File: src/sbs_pkg.sv
package sbs_pkg;

  localparam int DEPTH   = 1024;
  localparam int ADDR_W  = (DEPTH > 1) ? $clog2(DEPTH) : 1;
  localparam int CNT_W   = $clog2(DEPTH + 1);
  localparam int VAL_W   = 32;
  localparam int IDX_W   = 10;
  localparam int ECNT_W  = 11;

  typedef enum logic [1:0] {
    FN_WRITE = 2'd0,
    FN_EXACT = 2'd1,
    FN_LEFT  = 2'd2,
    FN_RIGHT = 2'd3
  } func_t;

  typedef enum logic [1:0] {
    ST_IDLE,
    ST_PROBE,
    ST_FINAL,
    ST_DONE
  } state_t;

  typedef struct packed {
    func_t                    func;
    logic [IDX_W-1:0]         entry_index;
    logic signed [VAL_W-1:0]  entry_value;
    logic signed [VAL_W-1:0]  search_key;
  } in_word_t;

  typedef struct packed {
    logic              found;
    logic [IDX_W-1:0]  match_index;
  } out_word_t;

  typedef struct packed {
    logic               we;
    logic [ADDR_W-1:0]  waddr;
    logic [VAL_W-1:0]   wdata;
    logic [ADDR_W-1:0]  raddr;
  } ram_req_t;

endpackage

File: src/sbs_search.sv
module sbs_search (
  input  logic                       clk,
  input  logic                       rst,
  input  logic                       in_valid,
  output logic                       in_stall,
  input  sbs_pkg::in_word_t          in_data,
  input  logic [sbs_pkg::ECNT_W-1:0] entry_count,
  output sbs_pkg::ram_req_t          ram_req,
  input  logic [sbs_pkg::VAL_W-1:0]  ram_rdata,
  output logic                       out_valid,
  input  logic                       out_stall,
  output sbs_pkg::out_word_t         out_data
);

  sbs_pkg::state_t state, state_next;

  logic [sbs_pkg::CNT_W-1:0]  lo, lo_next;
  logic [sbs_pkg::CNT_W-1:0]  hi, hi_next;
  logic [sbs_pkg::ADDR_W-1:0] mid, mid_next;
  sbs_pkg::func_t             func, func_next;
  logic signed [sbs_pkg::VAL_W-1:0] key, key_next;
  logic                       res_found, res_found_next;
  logic [sbs_pkg::IDX_W-1:0]  res_index, res_index_next;

  logic                       accept;
  logic                       is_query;
  logic                       slot_free;
  logic [sbs_pkg::CNT_W-1:0]  n;
  logic [sbs_pkg::CNT_W-1:0]  mid_ext;
  logic signed [sbs_pkg::VAL_W-1:0] v;
  logic                       lt, eq, go_right, exact_hit, more, no_final;
  logic [sbs_pkg::CNT_W-1:0]  lo_p, hi_p;
  logic [sbs_pkg::ADDR_W-1:0] final_addr;

  function automatic logic [sbs_pkg::ADDR_W-1:0] mid_of(
    input logic [sbs_pkg::CNT_W-1:0] l,
    input logic [sbs_pkg::CNT_W-1:0] h,
    input logic                      closed
  );
    logic [sbs_pkg::CNT_W-1:0] span;
    span = closed ? (h - l - sbs_pkg::CNT_W'(1)) : (h - l);
    return sbs_pkg::ADDR_W'(l + (span >> 1));
  endfunction

  assign accept    = in_valid && !in_stall;
  assign is_query  = (in_data.func != sbs_pkg::FN_WRITE);
  assign slot_free = !out_valid || !out_stall;
  assign n = (32'(entry_count) > sbs_pkg::DEPTH) ? sbs_pkg::CNT_W'(sbs_pkg::DEPTH)
                                                   : sbs_pkg::CNT_W'(entry_count);

  // Probe evaluation: the word read for mid is on ram_rdata in ST_PROBE
  assign mid_ext   = sbs_pkg::CNT_W'(mid);
  assign v         = $signed(ram_rdata);
  assign lt        = v < key;
  assign eq        = v == key;
  assign go_right  = (func == sbs_pkg::FN_RIGHT) ? (lt || eq) : lt;
  assign exact_hit = (func == sbs_pkg::FN_EXACT) && eq;
  assign lo_p      = go_right ? (mid_ext + sbs_pkg::CNT_W'(1)) : lo;
  assign hi_p      = go_right ? hi : mid_ext;
  assign more      = lo_p < hi_p;
  assign no_final  = (func == sbs_pkg::FN_EXACT) ||
                     ((func == sbs_pkg::FN_LEFT) && (lo_p >= n)) ||
                     ((func == sbs_pkg::FN_RIGHT) && (lo_p == '0));
  assign final_addr = (func == sbs_pkg::FN_RIGHT) ? sbs_pkg::ADDR_W'(lo_p - sbs_pkg::CNT_W'(1))
                                                  : sbs_pkg::ADDR_W'(lo_p);

  always_comb begin
    state_next = state;
    case (state)
      sbs_pkg::ST_IDLE: begin
        if (accept && is_query) begin
          state_next = (n == '0) ? sbs_pkg::ST_DONE : sbs_pkg::ST_PROBE;
        end
      end
      sbs_pkg::ST_PROBE: begin
        if (exact_hit) begin
          state_next = sbs_pkg::ST_DONE;
        end else if (more) begin
          state_next = sbs_pkg::ST_PROBE;
        end else if (no_final) begin
          state_next = sbs_pkg::ST_DONE;
        end else begin
          state_next = sbs_pkg::ST_FINAL;
        end
      end
      sbs_pkg::ST_FINAL: state_next = sbs_pkg::ST_DONE;
      sbs_pkg::ST_DONE: begin
        if (slot_free) begin
          state_next = sbs_pkg::ST_IDLE;
        end
      end
      default: state_next = sbs_pkg::ST_IDLE;
    endcase
  end

  always_comb begin
    in_stall       = (state != sbs_pkg::ST_IDLE);
    ram_req.we     = 1'b0;
    ram_req.waddr  = sbs_pkg::ADDR_W'(in_data.entry_index);
    ram_req.wdata  = in_data.entry_value;
    ram_req.raddr  = mid;
    lo_next        = lo;
    hi_next        = hi;
    mid_next       = mid;
    func_next      = func;
    key_next       = key;
    res_found_next = res_found;
    res_index_next = res_index;
    case (state)
      sbs_pkg::ST_IDLE: begin
        if (accept && !is_query) begin
          ram_req.we = (32'(in_data.entry_index) < sbs_pkg::DEPTH);
        end
        if (accept && is_query) begin
          lo_next        = '0;
          hi_next        = n;
          func_next      = in_data.func;
          key_next       = in_data.search_key;
          mid_next       = mid_of('0, n, in_data.func == sbs_pkg::FN_EXACT);
          ram_req.raddr  = mid_next;
          res_found_next = 1'b0;
          res_index_next = '0;
        end
      end
      sbs_pkg::ST_PROBE: begin
        lo_next = lo_p;
        hi_next = hi_p;
        if (exact_hit) begin
          res_found_next = 1'b1;
          res_index_next = sbs_pkg::IDX_W'(mid);
        end else if (more) begin
          mid_next      = mid_of(lo_p, hi_p, func == sbs_pkg::FN_EXACT);
          ram_req.raddr = mid_next;
        end else if (no_final) begin
          res_found_next = 1'b0;
          res_index_next = '0;
        end else begin
          mid_next      = final_addr;
          ram_req.raddr = final_addr;
        end
      end
      sbs_pkg::ST_FINAL: begin
        res_found_next = eq;
        res_index_next = eq ? sbs_pkg::IDX_W'(mid) : '0;
      end
      sbs_pkg::ST_DONE: ;
      default: ;
    endcase
  end

  always_ff @(posedge clk) begin
    if (rst) begin
      state     <= sbs_pkg::ST_IDLE;
      out_valid <= 1'b0;
    end else begin
      state <= state_next;
      if (state == sbs_pkg::ST_DONE && slot_free) begin
        out_valid <= 1'b1;
      end else if (!out_stall) begin
        out_valid <= 1'b0;
      end
    end
  end

  always_ff @(posedge clk) begin
    lo        <= lo_next;
    hi        <= hi_next;
    mid       <= mid_next;
    func      <= func_next;
    key       <= key_next;
    res_found <= res_found_next;
    res_index <= res_index_next;
    if (state == sbs_pkg::ST_DONE && slot_free) begin
      out_data.found       <= res_found;
      out_data.match_index <= res_index;
    end
  end

endmodule

File: config.mk
export PLATFORM = sky130hd
export DESIGN_NAME = sbs_search
export DESIGN_NICKNAME = d
export VERILOG_FILES = /design/src/sbs_pkg.sv /design/src/sbs_search.sv
export SDC_FILE = /design/constraint.sdc
export NUM_CORES = 1
export LEC_CHECK = 0
export BUFFER_PORTS_ARGS = -buffer_cell sky130_fd_sc_hd__buf_2
export CORE_UTILIZATION = 25
export DETAILED_ROUTE_END_ITERATION = 10
export SLEW_MARGIN = 20
export SYNTH_ARGS = -nofsm -noshare
export SYNTH_HDL_FRONTEND = slang
export SYNTH_SLANG_ARGS = --single-unit
File: constraint.sdc
create_clock -name clk -period 32.6 [get_ports clk]
set_clock_uncertainty 0.1 [all_clocks]
set_input_delay 4.89 -clock clk [delete_from_list [all_inputs] [get_ports clk]]
set_output_delay 4.89 -clock clk [all_outputs]
set_load 0.1 [all_outputs]
=== Word-level counts from Yosys, hierarchy flattened ===
Index checks and enable logic that the tools add are counted.

* Flip-flop bits (word level): 91
* Output and inout port bits: 66

* Add/subtract/negate cells: 6
* Magnitude comparators: 4
* Equality and inequality tests: 13
* Muxes and demuxes: 38
* Reductions and logical operators: 26

{| class="wikitable"
|+ Operator list
! kind !! number
|-
| $mux 10 || 10
|-
| $mux 11 || 7
|-
| $pmux 11 s2 || 2
|-
| $eq 32x32->1 || 1
|-
| $lt 32x32->1 || 1
|-
| $pmux 10 s3 || 1
|-
| $logic_not 11->1 || 2
|-
| $sub 11x1->11 const B || 2
|-
| $pmux 10 s2 || 1
|-
| $add 10x1->11 const B || 1
|-
| $ge 11x11->1 || 1
|-
| $gt 11x11->1 const B || 1
|-
| $lt 11x11->1 || 1
|-
| $sub 11x11->11 || 1
|-
| $add 10x10->10 || 1
|-
| $mux 1 || 10
|-
| $mux 2 || 5
|-
| $sub 10x1->10 const B || 1
|-
| $eq 2x2->1 const B || 4
|-
| $pmux 2 s4 || 1
|-
| $logic_and 1x1->1 || 7
|-
| $eq 2x1->1 const B || 3
|-
| $ne 3x3->1 const B || 2
|-
| $reduce_and 2->1 || 3
|-
| 9 further kinds || 18
|}

=== Longest topological paths before layout ===
* Depth in word-level cells: 12
* Mapped depth: 34
* Mapped depth without buffers: 29

=== Least setup slack after synthesis ===
OpenSTA, ideal clock, no wires.

* Kind: input to output
* Start: in ram_rdata[31] (netlist bit)
* End: out ram_req[7] (netlist bit)
* Arrival time: 13376 ps
* Data required time: 27610 ps
* Setup slack: 14234 ps
* Cell stages on the path: 30
* Path buffers: 6
* Path through: ha_1 > nand4_2 > or4_1 > or3_1 > buf_6 > and2_4 > a21oi_4 > buf_6 > buf_6 > clkbuf_1 > clkbuf_1 > mux2i_1 > ha_1 > a221oi_1 > o21bai_1 > maj3_1 > maj3_1 > mux2i_1 > xnor2_1 > or3_1 > clkbuf_2 > nor2_1 > xor2_1 > ha_1 > and2_1 > nor2_1 > o21ai_0 > xor2_1 > o221ai_1 > o21ai_0

{| class="wikitable"
|+ RTL lines
! what !! RTL line !! RTL
|-
| start: declaration || sbs_search.sv:9 || <nowiki>input logic [sbs_pkg::VAL_W-1:0] ram_rdata,</nowiki>
|-
| end: declaration || sbs_search.sv:8 || <nowiki>output sbs_pkg::ram_req_t ram_req,</nowiki>
|}

==> run metrics <==
startpoint type of the worst setup path=input pin; global route overflow=0; clock network latency to the later pin of the worst-skew pair=~360 ps; commonest cells after routing, fill and taps aside=buf_2, edfxtp_1, inv_1, ha_1, nor2_1; final hold vios=0; number of synthesis warnings=0; Final ANT Viol Nets=0; count of final max-slew check failures=0; # nets final=approximately 1000; number of sinks driven by the clock tree=91; total routing resource utilization after global routing=0.135; proportion of register bits with asynchronous set or reset after synthesis=0; TritonCTS clock tree=done; stage delay of the slowest cell on the critical path=~570 ps; number of global-route vias before repair=5681; Residual DRC=0; share of cells above drive strength 1=0.185; sum of routed wire length over all layers=20100 microns; worst slew margin relative to its limit=0.319; num ports=roughly 190; met2 Use GR=0.218; most instantiated flip-flop cell in the synthesis netlist=edfxtp_1; maximum root-to-sink buffer count=2; Worst setup EP type=output port; most common cell after layout, fill and taps aside=buf_2; global routing usage on met3=0.0240; run status=completed; mean area per synthesized cell=between 9 and 10 sq um; post-route minimum period=17690 ps; number of buffers added on ports=approximately 100; ratio of routed vias to standard cells=4.72; RePlAce Congestion=~0.91; buffers inserted by post-CTS timing repair=0; critical-path cell with the highest stage delay=or4_1; antenna violations before repair=3; cell at the root of the clock tree=clkbuf_16; largest net degree at the start of global routing=42; worst setup path class=in -> out; Max Fanout on Critical Path=41; Highest Clock Rate=between 0.05 and 0.06 GHz; Post-Route Setup TNS=0 ps; area used by multi-input combinational logic=0.00397 sq mm; clock-pin transition on the worst setup and hold timing paths=roughly 70 ps; number of standard cells after synthesis=791; signed area change from the synthesized netlist to the final layout=12.6%; kind of cell adding the most delay to the critical path=simple AND/OR/NAND/NOR gates; FF/Latch Area=0.00260 sq mm; Starting Density=0.255; Design Power=a little under 900 uW; arrival time worst endpoint=~13000 ps; Vert. Die Dim=173 microns; Routed WL per cell=16.2 microns; CTS Buf Count=9; number of maximum-capacitance violations=0; unrepaired setup endpoints after global routing=false; leakage=~3.5 nW; WP buf/inv=3; setup-violating endpoint count in the final report=0; proportion of synthesized chip area in sequential cells=0.356; CTS HTree Levels=3; drt first pass iters=5; vias post-DR=a little under 6000; Yosys cell types=80; CP required=27610 ps; count of hold-fix buffers inserted at cts=0; type of the tightest min-delay check=reg -> reg; global-route met1 utilization=0.180; die boundary width=~170 microns; core area=between 0.02 and 0.03 sq mm; dpl hpwl=about 16000 microns; Std-Cell Rows=between 60 and 70; number of DRC violations after detailed-routing iteration 0=about 430; Die ar.=0.0299 sq mm; maximum ir drop on the vdd rail=between 0.00003 and 0.00004 V; Pwr per Cell Area=approximately 110 mW/mm^2; # resized after CTS=0; most congested layer reported by global routing=met2; slew of the pin with the lowest slew margin=1020 ps; net count after synthesis=about 980; flops & latches, synth=91; Fill cells=between 3000 and 4000; first-pass GRT wire length=between 30000 and 40000 microns; crit share post-route=0.543; mapped cell area=0.00731 sq mm; number of synthesized flops with an enable pin=between 70 and 80
## where the power goes
part	leakage, nW	internal (mW)	switching, mW	total (mW)
clock	0.151	0.0564	0.0512	0.108
combinational	2.47	0.218	0.381	0.599
sequential	0.852	0.151	0.0235	0.175
total	3.47	0.426	0.456	0.881
## registers in the layout (all words and copies together) (netlist names)
name       count
func           2
hi            11
key           32
lo            11
mid           10
out_data      11
out_valid      1
res_found      1
res_index     10
state          2
## worst reg2reg max path, stage by stage (launching register included)
cell and delay (ps):
edfxtp_1 330, inv_1 40, ha_1 400, nand4_2 170, or4_1 570, or3_1 510
and2_4 230, a21oi_4 130, buf_4 450, nor2_1 80, a21oi_1 370, ha_1 320
a221oi_1 110, o21bai_1 210, maj3_1 350, maj3_1 350, mux2i_1 340, xnor2_1 160
or3_1 490, nor4_1 330, xor2_1 120, ha_1 220, or3_1 320, a2111oi_1 420
nor3_2 110, xnor2_1 140, a221o_1 290, a22o_1 210
## kinds of logic (layout without fill, tap and decap cells)
kind of cell,Yosys count,in the layout,share of synthesized area
AOI/OAI and AO/OA,177,177,0.163
DFF,91,91,0.356
and+or+nand+nor,232,232,0.162
buffers and inverters,143,206,0.101
xor gates and xnor gates,55,55,0.0659
muxes,18,18,0.0253
other,0,2,0
adders and majority gates,75,75,0.126
## synth_stat cells (13+ instances only)
| cell type | instances | share of area |
|---|---|---|
| a21oi_1 | 48 | 0.033 |
| and2_1 | 16 | 0.014 |
| buf_4 | 43 | 0.044 |
| dfxtp_1 | 13 | 0.036 |
| edfxtp_1 | 78 | 0.32 |
| ha_1 | 63 | 0.11 |
| inv_1 | 77 | 0.040 |
| mux2i_1 | 14 | 0.019 |
| nand2_1 | 54 | 0.028 |
| nand3_1 | 21 | 0.014 |
| nand4_1 | 14 | 0.012 |
| nor2_1 | 58 | 0.030 |
| o21ai_0 | 46 | 0.031 |
| xnor2_1 | 33 | 0.040 |
| xor2_1 | 22 | 0.026 |
## path summary, 6_finish.rpt
kind                            cells after the start               endpoint  slack [ps]                   start
worst max-delay path                               28             ram_req[9]       14910           ram_rdata[31]
worst min-delay path                                0  out_data[9]$_DFFE_PP_         320  res_index[9]$_DFFE_PP_
worst min register to register                      0  out_data[9]$_DFFE_PP_         320  res_index[9]$_DFFE_PP_
worst max register to register                     27         mid[9]$_DFF_P_       24620       key[31]$_DFFE_PP_
## per-layer routing
metal / vias up / wire (microns)
met2: 171 / 9230
met3: 27 / 1160
met4: 2 / 318
li1: 2902 / -
met5: - / 10
met1: 2747 / 9430
## area by class of cell
cell class,instances,share of cell area
diodes,2,0.000608
clock buffers,10,0.0290
clock inverters,6,0.00821
inverters,79,0.0360
multi-input cells,557,0.482
flip-flops and latches,91,0.316
well taps,384,0.0584
repair buffers,111,0.0696
## metrics by stage
stage	cells	hold WS [ps]	instance area, sq um	worst slack, ps	utilization
after floorplan	791	300	7310	14230	-
after global placement	1222	304	7920	15080	0.276
after detailed placement	1222	305	7920	15010	0.276
after CTS	1238	318	8230	14970	0.287
after global routing	1240	326	8230	14500	0.287
final	1240	316	8230	14910	0.287
Note: power is estimated with default switching activity, not from simulation.
